### src/microwire_eeprom_controller_defines.svh
// Assertion helpers shared by the controller RTL.
`ifndef MICROWIRE_EEPROM_CONTROLLER_DEFINES_SVH
`define MICROWIRE_EEPROM_CONTROLLER_DEFINES_SVH

// Check a property on every clock edge outside of reset.
`define MEC_ASSERT(label, prop, msg) \
  label: assert property (@(posedge clk_i) disable iff (!rst_ni) prop) else $error(msg);

// Check a property on every clock edge, reset included.
`define MEC_ASSERT_ALWAYS(label, prop, msg) \
  label: assert property (@(posedge clk_i) prop) else $error(msg);

`endif

### src/mec_pkg.sv
package mec_pkg;

  localparam int unsigned CmdW    = 2;
  localparam int unsigned IndexW  = 6;
  localparam int unsigned WordW   = 16;
  localparam int unsigned StatusW = 2;
  localparam int unsigned StepW   = 5;
  localparam int unsigned BitCntW = 5;
  localparam int unsigned CfgIdxW = 2;

  typedef logic [CmdW-1:0]    cmd_t;
  typedef logic [IndexW-1:0]  index_t;
  typedef logic [WordW-1:0]   word_t;
  typedef logic [StatusW-1:0] status_t;
  typedef logic [StepW-1:0]   step_t;
  typedef logic [BitCntW-1:0] bit_cnt_t;
  typedef logic [CfgIdxW-1:0] cfg_idx_t;
  typedef logic [7:0]         opcode_t;

  typedef enum logic [CmdW-1:0] {
    CMD_TICK  = 2'd0,
    CMD_READ  = 2'd1,
    CMD_WRITE = 2'd2,
    CMD_ERASE = 2'd3
  } cmd_e;

  typedef enum logic [StatusW-1:0] {
    ST_OK              = 2'd0,
    ST_ERASE_TIMEOUT   = 2'd1,
    ST_WRITE_TIMEOUT   = 2'd2,
    ST_VERIFY_MISMATCH = 2'd3
  } status_e;

  typedef enum logic [CfgIdxW-1:0] {
    REG_PHASE_TICKS  = 2'd0,
    REG_BUSY_TIMEOUT = 2'd1
  } cfg_reg_e;

  typedef enum logic [3:0] {
    K_SEL   = 4'd0,
    K_DESEL = 4'd1,
    K_SENDF = 4'd2,
    K_SENDI = 4'd3,
    K_ZERO4 = 4'd4,
    K_DATA  = 4'd5,
    K_RECV  = 4'd6,
    K_WLOW  = 4'd7,
    K_WHIGH = 4'd8
  } kind_e;

  localparam opcode_t OPC_READ  = 8'h80;
  localparam opcode_t OPC_EWEN  = 8'h30;
  localparam opcode_t OPC_ERASE = 8'hC0;
  localparam opcode_t OPC_WRITE = 8'h40;
  localparam opcode_t OPC_EWDS  = 8'h00;

  localparam logic [2:0] PIN_CS = 3'b100;
  localparam logic [2:0] PIN_SK = 3'b010;
  localparam logic [2:0] PIN_DI = 3'b001;

  localparam word_t PHASE_TICKS_RST  = 16'd1;
  localparam word_t BUSY_TIMEOUT_RST = 16'd10000;

  localparam step_t STEP_COUNT       = 5'd30;
  localparam step_t STEP_FIRST       = 5'd0;
  localparam step_t STEP_ERASE_END   = 5'd12;
  localparam step_t STEP_WRITE_BEGIN = 5'd13;
  localparam step_t STEP_WRITE_END   = 5'd25;
  localparam step_t STEP_READ_BEGIN  = 5'd26;
  localparam step_t STEP_READ_END    = 5'd29;

  // Clock counts (2 * clocks - 1) at which each shifting step ends.
  localparam bit_cnt_t LAST_SEND  = 5'd17;
  localparam bit_cnt_t LAST_ZERO4 = 5'd7;
  localparam bit_cnt_t LAST_WORD  = 5'd31;

  // One result beat.
  typedef struct packed {
    logic    chip_select;
    logic    serial_clock;
    logic    data_in_pin;
    logic    busy_res;
    logic    done_res;
    status_t status;
    word_t   read_data;
    logic    cmd_rejected;
  } result_t;

  function automatic kind_e step_kind(step_t s);
    kind_e k;
    unique case (s)
      5'd0, 5'd4, 5'd7, 5'd10, 5'd13, 5'd16, 5'd20, 5'd23, 5'd26: k = K_SEL;
      5'd1, 5'd11, 5'd14, 5'd24:                                   k = K_SENDF;
      5'd2:                                                        k = K_ZERO4;
      5'd5, 5'd17, 5'd27:                                          k = K_SENDI;
      5'd8, 5'd21:                                                 k = K_WLOW;
      5'd9, 5'd22:                                                 k = K_WHIGH;
      5'd18:                                                       k = K_DATA;
      5'd28:                                                       k = K_RECV;
      default:                                                     k = K_DESEL;
    endcase
    return k;
  endfunction

  function automatic opcode_t step_code(step_t s);
    opcode_t c;
    unique case (s)
      5'd1, 5'd14:  c = OPC_EWEN;
      5'd5:         c = OPC_ERASE;
      5'd17:        c = OPC_WRITE;
      5'd27:        c = OPC_READ;
      default:      c = OPC_EWDS;
    endcase
    return c;
  endfunction

endpackage

### src/mec_in_if.sv
interface mec_in_if;
  import mec_pkg::*;

  logic   valid;
  logic   ready;
  cmd_t   command;
  index_t index;
  word_t  write_data;
  logic   do_level;

  modport source (output valid, command, index, write_data, do_level, input ready);
  modport sink   (input valid, command, index, write_data, do_level, output ready);
endinterface

### src/mec_out_if.sv
interface mec_out_if;
  import mec_pkg::*;

  logic    valid;
  logic    ready;
  logic    chip_select;
  logic    serial_clock;
  logic    data_in_pin;
  logic    busy_res;
  logic    done_res;
  status_t status;
  word_t   read_data;
  logic    cmd_rejected;

  modport source (output valid, chip_select, serial_clock, data_in_pin, busy_res, done_res,
                  status, read_data, cmd_rejected, input ready);
  modport sink   (input valid, chip_select, serial_clock, data_in_pin, busy_res, done_res,
                  status, read_data, cmd_rejected, output ready);
endinterface

### src/mec_cfg_if.sv
interface mec_cfg_if;
  import mec_pkg::*;

  logic     valid;
  logic     ready;
  cfg_idx_t index;
  word_t    data;

  modport source (output valid, index, data, input ready);
  modport sink   (input valid, index, data, output ready);
endinterface

### src/microwire_eeprom_controller.sv
// Microwire master for a x16 serial EEPROM (93C46 style).
// in_i   : one beat per tick. command 0 is a plain tick; read, write (erase, write,
//          read-back verify) and erase start a sequence when the block is idle, and
//          that beat is already the first tick of the sequence. A command that
//          arrives while a sequence runs is dropped and flagged with cmd_rejected.
//          do_level carries the EEPROM DO pin sampled for this tick.
// out_o  : exactly one beat per input beat, in order: the CS/SK/DI levels for the
//          tick, busy, done with status and the word read on the last tick.
// cfg_i  : register writes (0 phase_ticks, 1 busy_timeout), always ready; write
//          only while idle. Zero in either register acts as one.
// Timing : each result beat is registered from its input beat. Throughput: one beat
//          per cycle while out_o.ready is high; the whole tick update (step table
//          lookup, one 16-bit phase compare, one 16-bit timeout compare) sits
//          between the state and the result register.
// Stall  : the result register holds while out_o.ready is low; in_i.ready follows
//          out_o.ready whenever a result is waiting, so no beat is lost.
// Reset  : rst_ni clears the sequencer to idle, drops the pending result and loads
//          phase_ticks = 1, busy_timeout = 10000.
`include "microwire_eeprom_controller_defines.svh"

module microwire_eeprom_controller (
  input  logic         clk_i,
  input  logic         rst_ni,
  mec_in_if.sink       in_i,
  mec_out_if.source    out_o,
  mec_cfg_if.sink      cfg_i
);
  import mec_pkg::*;

  // Configuration.
  word_t phase_ticks_q, busy_timeout_q;

  // Sequencer state.
  step_t    seq_step_q, seq_step_d;
  bit_cnt_t bit_count_q, bit_count_d;
  word_t    shift_word_q, shift_word_d;
  word_t    poll_count_q, poll_count_d;
  word_t    phase_count_q, phase_count_d;
  cmd_e     op_latch_q, op_latch_d;
  index_t   index_latch_q, index_latch_d;
  word_t    data_latch_q, data_latch_d;
  status_e  status_latch_q, status_latch_d;

  // Result register.
  result_t  res_q, res_d;
  logic     res_valid_q;

  logic     in_accept;
  cmd_e     cmd;

  // State as seen by this tick, after a possible command start.
  step_t    cur_step;
  bit_cnt_t cur_bits;
  word_t    cur_poll;
  word_t    cur_phase;
  cmd_e     cur_op;
  status_e  cur_status;
  word_t    cur_shift;

  step_t    s;
  kind_e    kind;
  opcode_t  code;
  logic [3:0] clk_num;
  logic     high;
  logic     bit_val;
  logic [2:0] pins;
  word_t    ticks, limit;
  logic     step_done, finish, rejected;

  assign cfg_i.ready = 1'b1;

  always_ff @(posedge clk_i or negedge rst_ni) begin
    if (!rst_ni) begin
      phase_ticks_q  <= PHASE_TICKS_RST;
      busy_timeout_q <= BUSY_TIMEOUT_RST;
    end else if (cfg_i.valid) begin
      case (cfg_i.index)
        REG_PHASE_TICKS:  phase_ticks_q  <= cfg_i.data;
        REG_BUSY_TIMEOUT: busy_timeout_q <= cfg_i.data;
        default: ;
      endcase
    end
  end

  // Take a new beat whenever the result register is empty or drains this cycle.
  assign in_i.ready = !res_valid_q || out_o.ready;
  assign in_accept  = in_i.valid && in_i.ready;
  assign cmd        = cmd_e'(in_i.command);

  always_comb begin
    // Start a command when idle, flag it when busy.
    rejected      = 1'b0;
    cur_step      = seq_step_q;
    cur_bits      = bit_count_q;
    cur_poll      = poll_count_q;
    cur_phase     = phase_count_q;
    cur_op        = op_latch_q;
    cur_status    = status_latch_q;
    cur_shift     = shift_word_q;
    index_latch_d = index_latch_q;
    data_latch_d  = data_latch_q;
    if (op_latch_q == CMD_TICK) begin
      if (cmd != CMD_TICK) begin
        cur_op        = cmd;
        index_latch_d = in_i.index;
        data_latch_d  = in_i.write_data;
        cur_status    = ST_OK;
        cur_shift     = '0;
        cur_bits      = '0;
        cur_poll      = '0;
        cur_phase     = '0;
        cur_step      = (cmd == CMD_READ) ? STEP_READ_BEGIN : STEP_FIRST;
      end
    end else if (cmd != CMD_TICK) begin
      rejected = 1'b1;
    end

    seq_step_d     = cur_step;
    bit_count_d    = cur_bits;
    poll_count_d   = cur_poll;
    phase_count_d  = cur_phase;
    op_latch_d     = cur_op;
    status_latch_d = cur_status;
    shift_word_d   = cur_shift;

    s       = (cur_step < STEP_COUNT) ? cur_step : STEP_READ_END;
    kind    = step_kind(s);
    code    = step_code(s);
    clk_num = cur_bits[4:1];
    high    = cur_bits[0];
    ticks   = (phase_ticks_q != '0) ? phase_ticks_q : 16'd1;
    limit   = (busy_timeout_q != '0) ? busy_timeout_q : 16'd1;

    // Bit driven on DI: start bit on the first clock, then the opcode MSB first.
    if (kind == K_SENDI) begin
      code = code + {2'b00, index_latch_d};
    end
    bit_val = 1'b0;
    if (kind == K_SENDF || kind == K_SENDI) begin
      bit_val = (clk_num == 4'd0) ? 1'b1 : code[3'(3'd0 - clk_num[2:0])];
    end else if (kind == K_DATA) begin
      bit_val = data_latch_d[~clk_num];
    end

    case (kind)
      K_SEL:          pins = PIN_CS;
      K_DESEL:        pins = 3'b000;
      K_WLOW,
      K_WHIGH:        pins = (cur_bits == '0) ? PIN_CS : (PIN_CS | PIN_SK);
      default:        pins = PIN_CS | (high ? PIN_SK : 3'b000) | (bit_val ? PIN_DI : 3'b000);
    endcase

    // Hold each phase for the programmed ticks, then advance the step.
    step_done = 1'b0;
    if (cur_op == CMD_TICK) begin
      // Hold the sequencer while idle.
      phase_count_d = cur_phase;
    end else if (({1'b0, cur_phase} + 17'd1) < {1'b0, ticks}) begin
      phase_count_d = cur_phase + 16'd1;
    end else begin
      phase_count_d = '0;
      case (kind)
        K_SEL, K_DESEL: step_done = 1'b1;
        K_SENDF, K_SENDI: begin
          if (cur_bits >= LAST_SEND) step_done = 1'b1;
          else bit_count_d = cur_bits + 5'd1;
        end
        K_ZERO4: begin
          if (cur_bits >= LAST_ZERO4) step_done = 1'b1;
          else bit_count_d = cur_bits + 5'd1;
        end
        K_DATA: begin
          if (cur_bits >= LAST_WORD) step_done = 1'b1;
          else bit_count_d = cur_bits + 5'd1;
        end
        K_RECV: begin
          if (high) shift_word_d = {cur_shift[WordW-2:0], in_i.do_level};
          if (cur_bits >= LAST_WORD) step_done = 1'b1;
          else bit_count_d = cur_bits + 5'd1;
        end
        default: begin
          // Ready poll: clock low, clock high and sample, then one delay phase on a miss.
          if (cur_bits == 5'd0) begin
            bit_count_d = 5'd1;
          end else if (cur_bits == 5'd1) begin
            poll_count_d = cur_poll + 16'd1;
            if (in_i.do_level == (kind == K_WHIGH)) step_done = 1'b1;
            else bit_count_d = 5'd2;
          end else if (cur_poll >= limit) begin
            status_latch_d = (s < STEP_WRITE_BEGIN) ? ST_ERASE_TIMEOUT : ST_WRITE_TIMEOUT;
            step_done      = 1'b1;
          end else begin
            bit_count_d = 5'd0;
          end
        end
      endcase
    end

    finish = 1'b0;
    if (step_done) begin
      bit_count_d  = '0;
      poll_count_d = '0;
      if (s == STEP_ERASE_END) begin
        if (status_latch_d != ST_OK || cur_op == CMD_ERASE) finish = 1'b1;
        else seq_step_d = STEP_WRITE_BEGIN;
      end else if (s == STEP_WRITE_END) begin
        if (status_latch_d != ST_OK) finish = 1'b1;
        else seq_step_d = STEP_READ_BEGIN;
      end else if (s >= STEP_READ_END) begin
        if (cur_op == CMD_WRITE && shift_word_d != data_latch_d) begin
          status_latch_d = ST_VERIFY_MISMATCH;
        end
        finish = 1'b1;
      end else begin
        seq_step_d = s + 5'd1;
      end
    end

    res_d              = '0;
    res_d.cmd_rejected = rejected;
    if (finish) begin
      res_d.done_res  = 1'b1;
      res_d.status    = status_t'(status_latch_d);
      res_d.read_data = (cur_op != CMD_ERASE) ? shift_word_d : '0;
      op_latch_d      = CMD_TICK;
      seq_step_d      = STEP_FIRST;
    end

    // Idle ticks keep every pin low.
    if (cur_op == CMD_TICK) begin
      pins = 3'b000;
    end
    res_d.chip_select  = |(pins & PIN_CS);
    res_d.serial_clock = |(pins & PIN_SK);
    res_d.data_in_pin  = |(pins & PIN_DI);
    res_d.busy_res     = (op_latch_d != CMD_TICK);
  end

  always_ff @(posedge clk_i or negedge rst_ni) begin
    if (!rst_ni) begin
      seq_step_q     <= STEP_FIRST;
      bit_count_q    <= '0;
      shift_word_q   <= '0;
      poll_count_q   <= '0;
      phase_count_q  <= '0;
      op_latch_q     <= CMD_TICK;
      index_latch_q  <= '0;
      data_latch_q   <= '0;
      status_latch_q <= ST_OK;
      res_valid_q    <= 1'b0;
    end else if (in_accept) begin
      seq_step_q     <= seq_step_d;
      bit_count_q    <= bit_count_d;
      shift_word_q   <= shift_word_d;
      poll_count_q   <= poll_count_d;
      phase_count_q  <= phase_count_d;
      op_latch_q     <= op_latch_d;
      index_latch_q  <= index_latch_d;
      data_latch_q   <= data_latch_d;
      status_latch_q <= status_latch_d;
      res_valid_q    <= 1'b1;
    end else if (out_o.ready) begin
      // Drop the result once it has been taken.
      res_valid_q <= 1'b0;
    end
  end

  // Payload register: advance only with an accepted beat.
  always_ff @(posedge clk_i) begin
    if (in_accept) begin
      res_q <= res_d;
    end
  end

  assign out_o.valid        = res_valid_q;
  assign out_o.chip_select  = res_q.chip_select;
  assign out_o.serial_clock = res_q.serial_clock;
  assign out_o.data_in_pin  = res_q.data_in_pin;
  assign out_o.busy_res     = res_q.busy_res;
  assign out_o.done_res     = res_q.done_res;
  assign out_o.status       = res_q.status;
  assign out_o.read_data    = res_q.read_data;
  assign out_o.cmd_rejected = res_q.cmd_rejected;

  `MEC_ASSERT_ALWAYS(a_ready_when_empty, !res_valid_q |-> in_i.ready,
                     "input stalled with an empty result register")
  `MEC_ASSERT(a_drain_clears, (res_valid_q && out_o.ready && !in_accept) |=> !res_valid_q,
              "result beat repeated after being taken")
  `MEC_ASSERT(a_idle_clean, (op_latch_q == CMD_TICK) |-> (seq_step_q == STEP_FIRST &&
              bit_count_q == '0 && poll_count_q == '0), "idle sequencer holds stale counters")
  `MEC_ASSERT(a_done_not_busy, (res_valid_q && res_q.done_res) |-> !res_q.busy_res,
              "completion reported while still busy")
  `MEC_ASSERT(a_status_with_done, (res_valid_q && !res_q.done_res) |-> res_q.status == '0,
              "status set without completion")

endmodule

### src/flat_wrapper.sv
// flat-port wrapper written by rule: the top's interface ports become plain ports
module microwire_eeprom_controller_flat import mec_pkg::*;
  (clk_i, rst_ni, in_i_valid, in_i_command, in_i_index, in_i_write_data, in_i_do_level, in_i_ready, out_o_valid, out_o_chip_select, out_o_serial_clock, out_o_data_in_pin, out_o_busy_res, out_o_done_res, out_o_status, out_o_read_data, out_o_cmd_rejected, out_o_ready, cfg_i_valid, cfg_i_index, cfg_i_data, cfg_i_ready);
  mec_in_if in_i_i ();
  mec_out_if out_o_i ();
  mec_cfg_if cfg_i_i ();
  input  logic clk_i;
  input  logic rst_ni;
  input wire logic [$bits(in_i_i.valid)-1:0] in_i_valid;
  input wire logic [$bits(in_i_i.command)-1:0] in_i_command;
  input wire logic [$bits(in_i_i.index)-1:0] in_i_index;
  input wire logic [$bits(in_i_i.write_data)-1:0] in_i_write_data;
  input wire logic [$bits(in_i_i.do_level)-1:0] in_i_do_level;
  output wire logic [$bits(in_i_i.ready)-1:0] in_i_ready;
  output wire logic [$bits(out_o_i.valid)-1:0] out_o_valid;
  output wire logic [$bits(out_o_i.chip_select)-1:0] out_o_chip_select;
  output wire logic [$bits(out_o_i.serial_clock)-1:0] out_o_serial_clock;
  output wire logic [$bits(out_o_i.data_in_pin)-1:0] out_o_data_in_pin;
  output wire logic [$bits(out_o_i.busy_res)-1:0] out_o_busy_res;
  output wire logic [$bits(out_o_i.done_res)-1:0] out_o_done_res;
  output wire logic [$bits(out_o_i.status)-1:0] out_o_status;
  output wire logic [$bits(out_o_i.read_data)-1:0] out_o_read_data;
  output wire logic [$bits(out_o_i.cmd_rejected)-1:0] out_o_cmd_rejected;
  input wire logic [$bits(out_o_i.ready)-1:0] out_o_ready;
  input wire logic [$bits(cfg_i_i.valid)-1:0] cfg_i_valid;
  input wire logic [$bits(cfg_i_i.index)-1:0] cfg_i_index;
  input wire logic [$bits(cfg_i_i.data)-1:0] cfg_i_data;
  output wire logic [$bits(cfg_i_i.ready)-1:0] cfg_i_ready;
  assign in_i_i.valid = in_i_valid;
  assign in_i_i.command = in_i_command;
  assign in_i_i.index = in_i_index;
  assign in_i_i.write_data = in_i_write_data;
  assign in_i_i.do_level = in_i_do_level;
  assign in_i_ready = in_i_i.ready;
  assign out_o_valid = out_o_i.valid;
  assign out_o_chip_select = out_o_i.chip_select;
  assign out_o_serial_clock = out_o_i.serial_clock;
  assign out_o_data_in_pin = out_o_i.data_in_pin;
  assign out_o_busy_res = out_o_i.busy_res;
  assign out_o_done_res = out_o_i.done_res;
  assign out_o_status = out_o_i.status;
  assign out_o_read_data = out_o_i.read_data;
  assign out_o_cmd_rejected = out_o_i.cmd_rejected;
  assign out_o_i.ready = out_o_ready;
  assign cfg_i_i.valid = cfg_i_valid;
  assign cfg_i_i.index = cfg_i_index;
  assign cfg_i_i.data = cfg_i_data;
  assign cfg_i_ready = cfg_i_i.ready;
  microwire_eeprom_controller u_core (.clk_i(clk_i), .rst_ni(rst_ni), .in_i(in_i_i), .out_o(out_o_i), .cfg_i(cfg_i_i));
endmodule
### config.mk
export PLATFORM = sky130hd
export DESIGN_NAME = microwire_eeprom_controller_flat
export DESIGN_NICKNAME = d
export VERILOG_FILES = /design/src/mec_pkg.sv /design/src/mec_in_if.sv /design/src/mec_out_if.sv /design/src/mec_cfg_if.sv /design/src/microwire_eeprom_controller.sv /design/src/flat_wrapper.sv
export VERILOG_INCLUDE_DIRS = /design/src /design/src/src
export SDC_FILE = /design/constraint.sdc
export NUM_CORES = 1
export LEC_CHECK = 0
export BUFFER_PORTS_ARGS = -buffer_cell sky130_fd_sc_hd__buf_4
export CAP_MARGIN = 0
export CORE_MARGIN = 4
export CORE_UTILIZATION = 25
export DETAILED_ROUTE_END_ITERATION = 6
export HOLD_SLACK_MARGIN = 0.06
export SLEW_MARGIN = 20
export SYNTH_ARGS = -nofsm -noshare
export SYNTH_HDL_FRONTEND = slang
export SYNTH_SLANG_ARGS = --single-unit
### constraint.sdc
create_clock -name clk_i -period 6.6 [get_ports clk_i]
set_input_delay 1.65 -clock clk_i [delete_from_list [all_inputs] [get_ports clk_i]]
set_output_delay 1.65 -clock clk_i [all_outputs]
set_load 0.005 [all_outputs]
==> impl_results.md, run 1 <==
* Status: finished clean
* Routed via count at approximately 8800
* Synth Cell Area at between 0.009 and 0.01 sq mm
* DRC errors left at 0
* Bufs on Longest Clock Path at 2
* CP Launch Type: primary input
* Routed vias/inst at 5.17
* Share of cells above drive strength 1 at about 20%
* Setup-failing EPs final at 0
* Post-synth cell types at between 80 and 90
* Total CTS buffers at 17
* Min Hold Slack at roughly 0.49 ns
* Dpl cells at around 1700
* Clk sink count at 141
* FMAX at 161 MHz
* Io pins at 75
* Static leakage at roughly 0.005 uW
* CP Capture Type: register
* Post-synth ARST share at 83.0%
* First-pass GRT wire length at between 40000 and 50000 um
* Number of synthesized flops with an enable pin at 24
* Maximum VDD drop at around 230 uV
* Net Count, Synth at between 1000 and 1500
* Avg Cell Area, Syn at 8.83 sq um
* Hold buffer count at CTS at 0
* Crit path arrival time at ~6.4 ns
* Input/output buffers at 73
* Ant diodes at 0
* Fin cells at ~1700
* CTS clock-pin slew for the worst setup and hold paths at about 0.06 ns
* Die width at approximately 200 um
* Overflow left after global routing at 0
* CTS tree: yes
* Num rows at between 70 and 80
* Max Fanout on Critical Path at 16
* Starting density of the core at about a quarter
* Final Hold Viols at 0
* Antenna Nets Post-Route at 0
* YS warnings at 0
* Die area at roughly 0.042 sq mm
* Wire per inst at approximately 17 um
* Pin count of the biggest net entering global routing at 66
* Initial antenna violation count at 0
* Worst path required time at just under 7 ns
* DR pass1 iterations at 6
* Top FF cell, synth: dfrtp_1
* Syn Inst Count at ~1100
* Final net count at 1268
* Final WL at a little under 30000 um
* MaxCap Viol Count at 0
* Fin area at around 0.012 sq mm
* Period utilization at a little over nine tenths
* Worst-Skew Late Latency at 0.44 ns
* Post-detail-place hpwl at about 22000 um
* Number of global-route vias before repair at 8409
* Root buf cell: clkbuf_16
* Fin crit period at 6.20 ns
* Least-Margin Pin Slew at between 0.8 and 0.9 ns
* Synthesized flop and latch total at ~140
* RSZ-0062 raised after global routing: false
* Clock skew at ~0.011 ns
* Synth-to-Final Area Change at 19.7%
* Core Region at about 0.038 sq mm
* Slew headroom at between 30% and 40%
* CTS H-tree depth at 4
* Chip height at roughly 200 um
* Post-Place Cell Area at between 0.01 and 0.015 sq mm
* Total power per unit cell area at about 300 mW/mm^2
* Hold crit path type: register to register
* Total track usage at approximately 14%
* Seq/Total Area, Yosys at 37.7%
* Final slew viol count at 0
* RD Place Congestion at between 0.9 and 1
* Kind of critical path: primary input to register
* 1st-iter DRT viols at 862
timing repair:
item | 4_1_cts | 5_1_grt
resized for setup | 0 | 3
endpoints found under the setup margin | 0 | 13
setup buffers | 0 | 0
per-stage QoR:
stage	setup WS (ns)	total power (uW)	TNS (ns)	utilization, %
6_report	0.400	3500	0	30.6
5_1_grt	0.0560	3720	0	30.6
3_3_place_gp	-0.125	2460	-0.205	28.9
3_5_place_dp	-0.110	2480	-0.846	28.9
2_1_floorplan	0.0274	2080	0	-
4_1_cts	0.337	3510	0	30.5
routing by layer:
metal	GRT usage [%]	share of wire [%]	wire length, um
met1	20.4	47	13800
met2	21.8	45	13300
met3	2.90	6.4	1900
met4	3.49	1.7	497
met5	0	0	0
state kept, by name, indices dropped and copies added, names as in the netlist, 5 cells and up:
register / cells
u_core.bit_count_q: 5
u_core.busy_timeout_q: 16
u_core.data_latch_q: 16
u_core.index_latch_q: 6
u_core.out_o.read_data: 16
u_core.phase_count_q: 16
u_core.phase_ticks_q: 16
u_core.poll_count_q: 16
u_core.seq_step_q: 5
u_core.shift_word_q: 16
final cells by class:
cell class	instances	area, sq um
Timing Repair Buffer	115	888
Sequential cell	141	3660
Clock inverter	12	158
Fill cell	3952	26300
Inverter	57	214
Tap cell	511	639
Multi-Input combinational cell	841	5600
Clock buffer	20	447
Yosys cell counts (all sizes together), types with 18 or more instances:
master  instances  area share, %
nand3          51            2.6
and2           21            1.4
inv            57            2.2
nand4          18            1.3
a21oi          77            4.6
buf            20            1.2
nor4           19            1.6
nand2         152            6.0
dfrtp         111             29
a22o           18            1.6
ha             46            5.9
nand2b         18            1.2
clkbuf         39            1.5
xnor2          18            1.6
nor2           71            2.9
edfxtp         24            7.4
o21ai          89            4.6
mux2           40            4.6
critical path, cell delays in order:
cell and delay, ns:
buf_4 0.14, or4_1 0.58, nand2_1 0.22, and2_1 0.17
ha_2 0.20, nand2_1 0.07, or3_1 0.31, a21oi_1 0.19
ha_1 0.27, nand4_1 0.15, inv_1 0.06, a222oi_1 0.30
a21oi_1 0.16, buf_4 0.18, o21ai_4 0.32, nor2_8 0.08
buf_4 0.21, mux2i_1 0.16, nand3_1 0.09, a22oi_1 0.38
and3b_1 0.23, a211oi_1 0.31
power breakdown:
part | internal (uW) | switching, uW
clock | 608 | 402
sequential | 1030 | 167
combinational | 507 | 789
path summary, 6_finish.rpt:
check / startpoint / to / cells after the start / slack, ns
worst max register to register: u_core.op_latch_q[0]$_DFFE_PN0P_ / u_core.out_o.status[0]$_SDFFCE_PP0P_ / 22 / 1.14
worst max-delay path: in_i_command[0] / u_core.out_o.status[0]$_SDFFCE_PP0P_ / 22 / 0.40
worst min register to register: u_core.poll_count_q[11]$_DFFE_PN0P_ / u_core.poll_count_q[11]$_DFFE_PN0P_ / 1 / 0.49
min in group asynchronous: rst_ni / u_core.phase_ticks_q[14]$_DFFE_PN0P_ / 1 / 1.32
max in group asynchronous: rst_ni / u_core.data_latch_q[4]$_DFFE_PN0P_ / 2 / 4.02
worst min-delay path: u_core.poll_count_q[11]$_DFFE_PN0P_ / u_core.poll_count_q[11]$_DFFE_PN0P_ / 1 / 0.49
kinds of logic after synthesis:
kind of cell / count (synthesis) / share of synthesized area [%]
flip-flops: 141 / 37.7
AND/OR/NAND/NOR: 401 / 20.5
other: 1 / 0.0387
buffers and inverters: 116 / 4.89
multiplexers: 58 / 6.77
XOR/XNOR: 32 / 2.89
AO/OA/AOI/OAI: 302 / 21.1
adder cells (fa/ha/maj): 47 / 6.15
cells in the final DEF (no fill, tap or decap), types with 17 or more instances in the layout:
master	synthesis	layout
a21oi_1	66	66
a22o_1	18	18
and2_1	21	21
buf_4	4	113
clkbuf_16	0	17
dfrtp_1	111	111
edfxtp_1	24	24
ha_1	46	45
inv_1	57	57
mux2_2	40	40
nand2_1	151	150
nand2b_1	18	18
nand3_1	51	51
nand4_1	17	17
nor2_1	70	69
o21ai_0	83	83
xnor2_1	18	18
Note: power is estimated with default switching activity, not from simulation.
==> run 2, diff against run 1 <==
==> constraint.sdc (replaced) <==
create_clock -name clk_i -period 5.7 [get_ports clk_i]
set_input_delay 1.425 -clock clk_i [delete_from_list [all_inputs] [get_ports clk_i]]
set_output_delay 1.425 -clock clk_i [all_outputs]
set_load 0.005 [all_outputs]
==> run 2 against run 1 <==
Against the previous run:
- the run now ends with design-rule violations left
- largest power group unchanged
- wire length is 2.0% higher
- total power up 22%
- global-route usage is 0.097 points higher
- clock skew up 0.0080 ns
- highest routed layer unchanged
- design area is 5.5% higher
- clock-buffer cell count is 1 higher
- die area unchanged
==> impl_results.md, run 2 (synthesized netlist as in run 1, its figures left out) <==
* Status: finished, violations left
* Failing checks: design-rule violations
* Slew headroom at between 40% and 50%
* Static leakage at ~0.0052 uW
* Crit path arrival time at between 5 and 6 ns
* Hold buffer count at CTS at 0
* Final WL at approximately 30000 um
* Period utilization at between 90% and 100%
* Die width at between 200 and 250 um
* Max Fanout on Critical Path at 7
* Post-detail-place hpwl at between 20000 and 25000 um
* CTS H-tree depth at 4
* RD Place Congestion at between 0.9 and 1
* Maximum VDD drop at roughly 270 uV
* Hold crit path type: register to register
* 1st-iter DRT viols at about 540
* Input/output buffers at 73
* Synth-to-Final Area Change at 26.3%
* Worst path required time at 6.01 ns
* Fin crit period at ~5.6 ns
* Fin Setup TNS at 0 ns
* Least-Margin Pin Slew at roughly 0.88 ns
* MaxCap Viol Count at 0
* Commonest cells after routing, fill and taps aside: buf_4, nand2_1, dfrtp_1
* Number of global-route vias before repair at 8732
* Fin cells at approximately 1800
* FMAX at approximately 180 MHz
* Dpl cells at roughly 1700
* Pin count of the biggest net entering global routing at between 70 and 80
* Antenna Nets Post-Route at 0
* Chip height at approximately 200 um
* Initial antenna violation count at 0
* Die area at around 0.042 sq mm
* Worst-Skew Late Latency at about 0.44 ns
* Total track usage at 14.3%
* Clock skew at between 0.015 and 0.02 ns
* DRC errors left at 3
* Io pins at 75
* RSZ-0062 raised after global routing: true
* First-pass GRT wire length at approximately 48000 um
* Core Region at 0.0379 sq mm
* DR pass1 iterations at 7
* Kind of critical path: primary input to register
* Final Hold Viols at 0
* Total power per unit cell area at roughly 350 mW/mm^2
* CTS clock-pin slew for the worst setup and hold paths at 0.06 ns
* Tot Pwr at between 4000 and 5000 uW
* Total CTS buffers at 17
* Routed via count at 8918
* Commonest non-fill, non-tap cell in the layout: buf_4
* Setup-failing EPs final at 0
* Final slew viol count at 0
* Overflow left after global routing at 0
* Starting density of the core at around a quarter
* Bufs on Longest Clock Path at 2
* CTS tree: yes
* Num rows at 71
* Clk sink count at 141
* Wire per inst at 17.1 um
* CP Capture Type: register
* Final net count at 1332
* Ant diodes at 0
* CP Launch Type: primary input
* Root buf cell: clkbuf_16
* Routed vias/inst at 5.06
* Share of cells above drive strength 1 at 25.4%
## run 2: path summary, 6_finish.rpt
path                                                startpoint  slack (ns)                                    to  cells after the start
min in group asynchronous                               rst_ni        1.03  u_core.phase_ticks_q[11]$_DFFE_PN0P_                      1
min                        u_core.poll_count_q[11]$_DFFE_PN0P_        0.48   u_core.poll_count_q[11]$_DFFE_PN0P_                      1
max reg2reg                   u_core.op_latch_q[0]$_DFFE_PN0P_        0.72  u_core.status_latch_q[1]$_DFFE_PN0P_                     21
max                                            in_i_command[1]        0.11  u_core.status_latch_q[1]$_DFFE_PN0P_                     22
min reg2reg                u_core.poll_count_q[11]$_DFFE_PN0P_        0.48   u_core.poll_count_q[11]$_DFFE_PN0P_                      1
max in group asynchronous                               rst_ni        3.60   u_core.index_latch_q[1]$_DFFE_PN0P_                      2
## run 2: report_power, final
| group | total, uW | internal, uW | leakage, uW | switching, uW |
|---|---|---|---|---|
| sequential | 1390 | 1190 | 0.00173 | 197 |
| clock | 1200 | 743 | 0.000293 | 458 |
| combinational | 1670 | 714 | 0.00316 | 957 |
| total | 4260 | 2650 | 0.00518 | 1610 |
## run 2: worst max-delay path, stage by stage
cell and delay, ns:
buf_4 0.14, or4_4 0.56, nand2_4 0.13, and2_4 0.16
ha_4 0.15, nand2_2 0.05, or3_1 0.39, a21oi_2 0.17
ha_1 0.16, nand4_1 0.13, nor3_1 0.26, a221oi_2 0.10
a21oi_2 0.32, buf_4 0.19, o21a_4 0.20, nand2_2 0.12
o311ai_1 0.32, nand3_1 0.21, buf_4 0.19, buf_4 0.13
nor4_1 0.26, o21ai_0 0.13
## run 2: layout make-up
type | count | area [sq um]
fill | 3970 | 25700
inverter | 57 | 214
tap | 511 | 639
multi-input combinational | 842 | 5730
sequential | 141 | 3660
timing repair buffer | 178 | 1380
clock inverter | 11 | 166
clock buffer | 21 | 450
## run 2: what timing repair did
item / in CTS / in global routing
pin swaps: 0 / 8
gates resized for setup: 1 / 15
hold endpoints to repair: 0 / 0
buffers inserted: 0 / 9
cloned: 0 / 1
setup endpoints to repair: 1 / 23
## run 2: layer usage
metal / vias to the layer above / part of all wire, % / global-route usage, %
met5: - / 0 / 0
li1: 4256 / - / -
met3: 55 / 5.4 / 2.58
met1: 4339 / 46 / 19.7
met4: 0 / 2.1 / 4.35
met2: 268 / 47 / 22.8
## run 2: metrics by stage
stage	util [%]	hold WS, ns	instance area (sq um)	worst slack, ns
after floorplan	-	0.436	9840	-0.362
after global placement	30.2	0.455	11500	-0.319
after detailed placement	30.2	0.463	11500	-0.478
after CTS	31.9	0.476	12100	0.107
after global routing	32.3	0.488	12200	-0.0750
final	32.3	0.483	12200	0.114
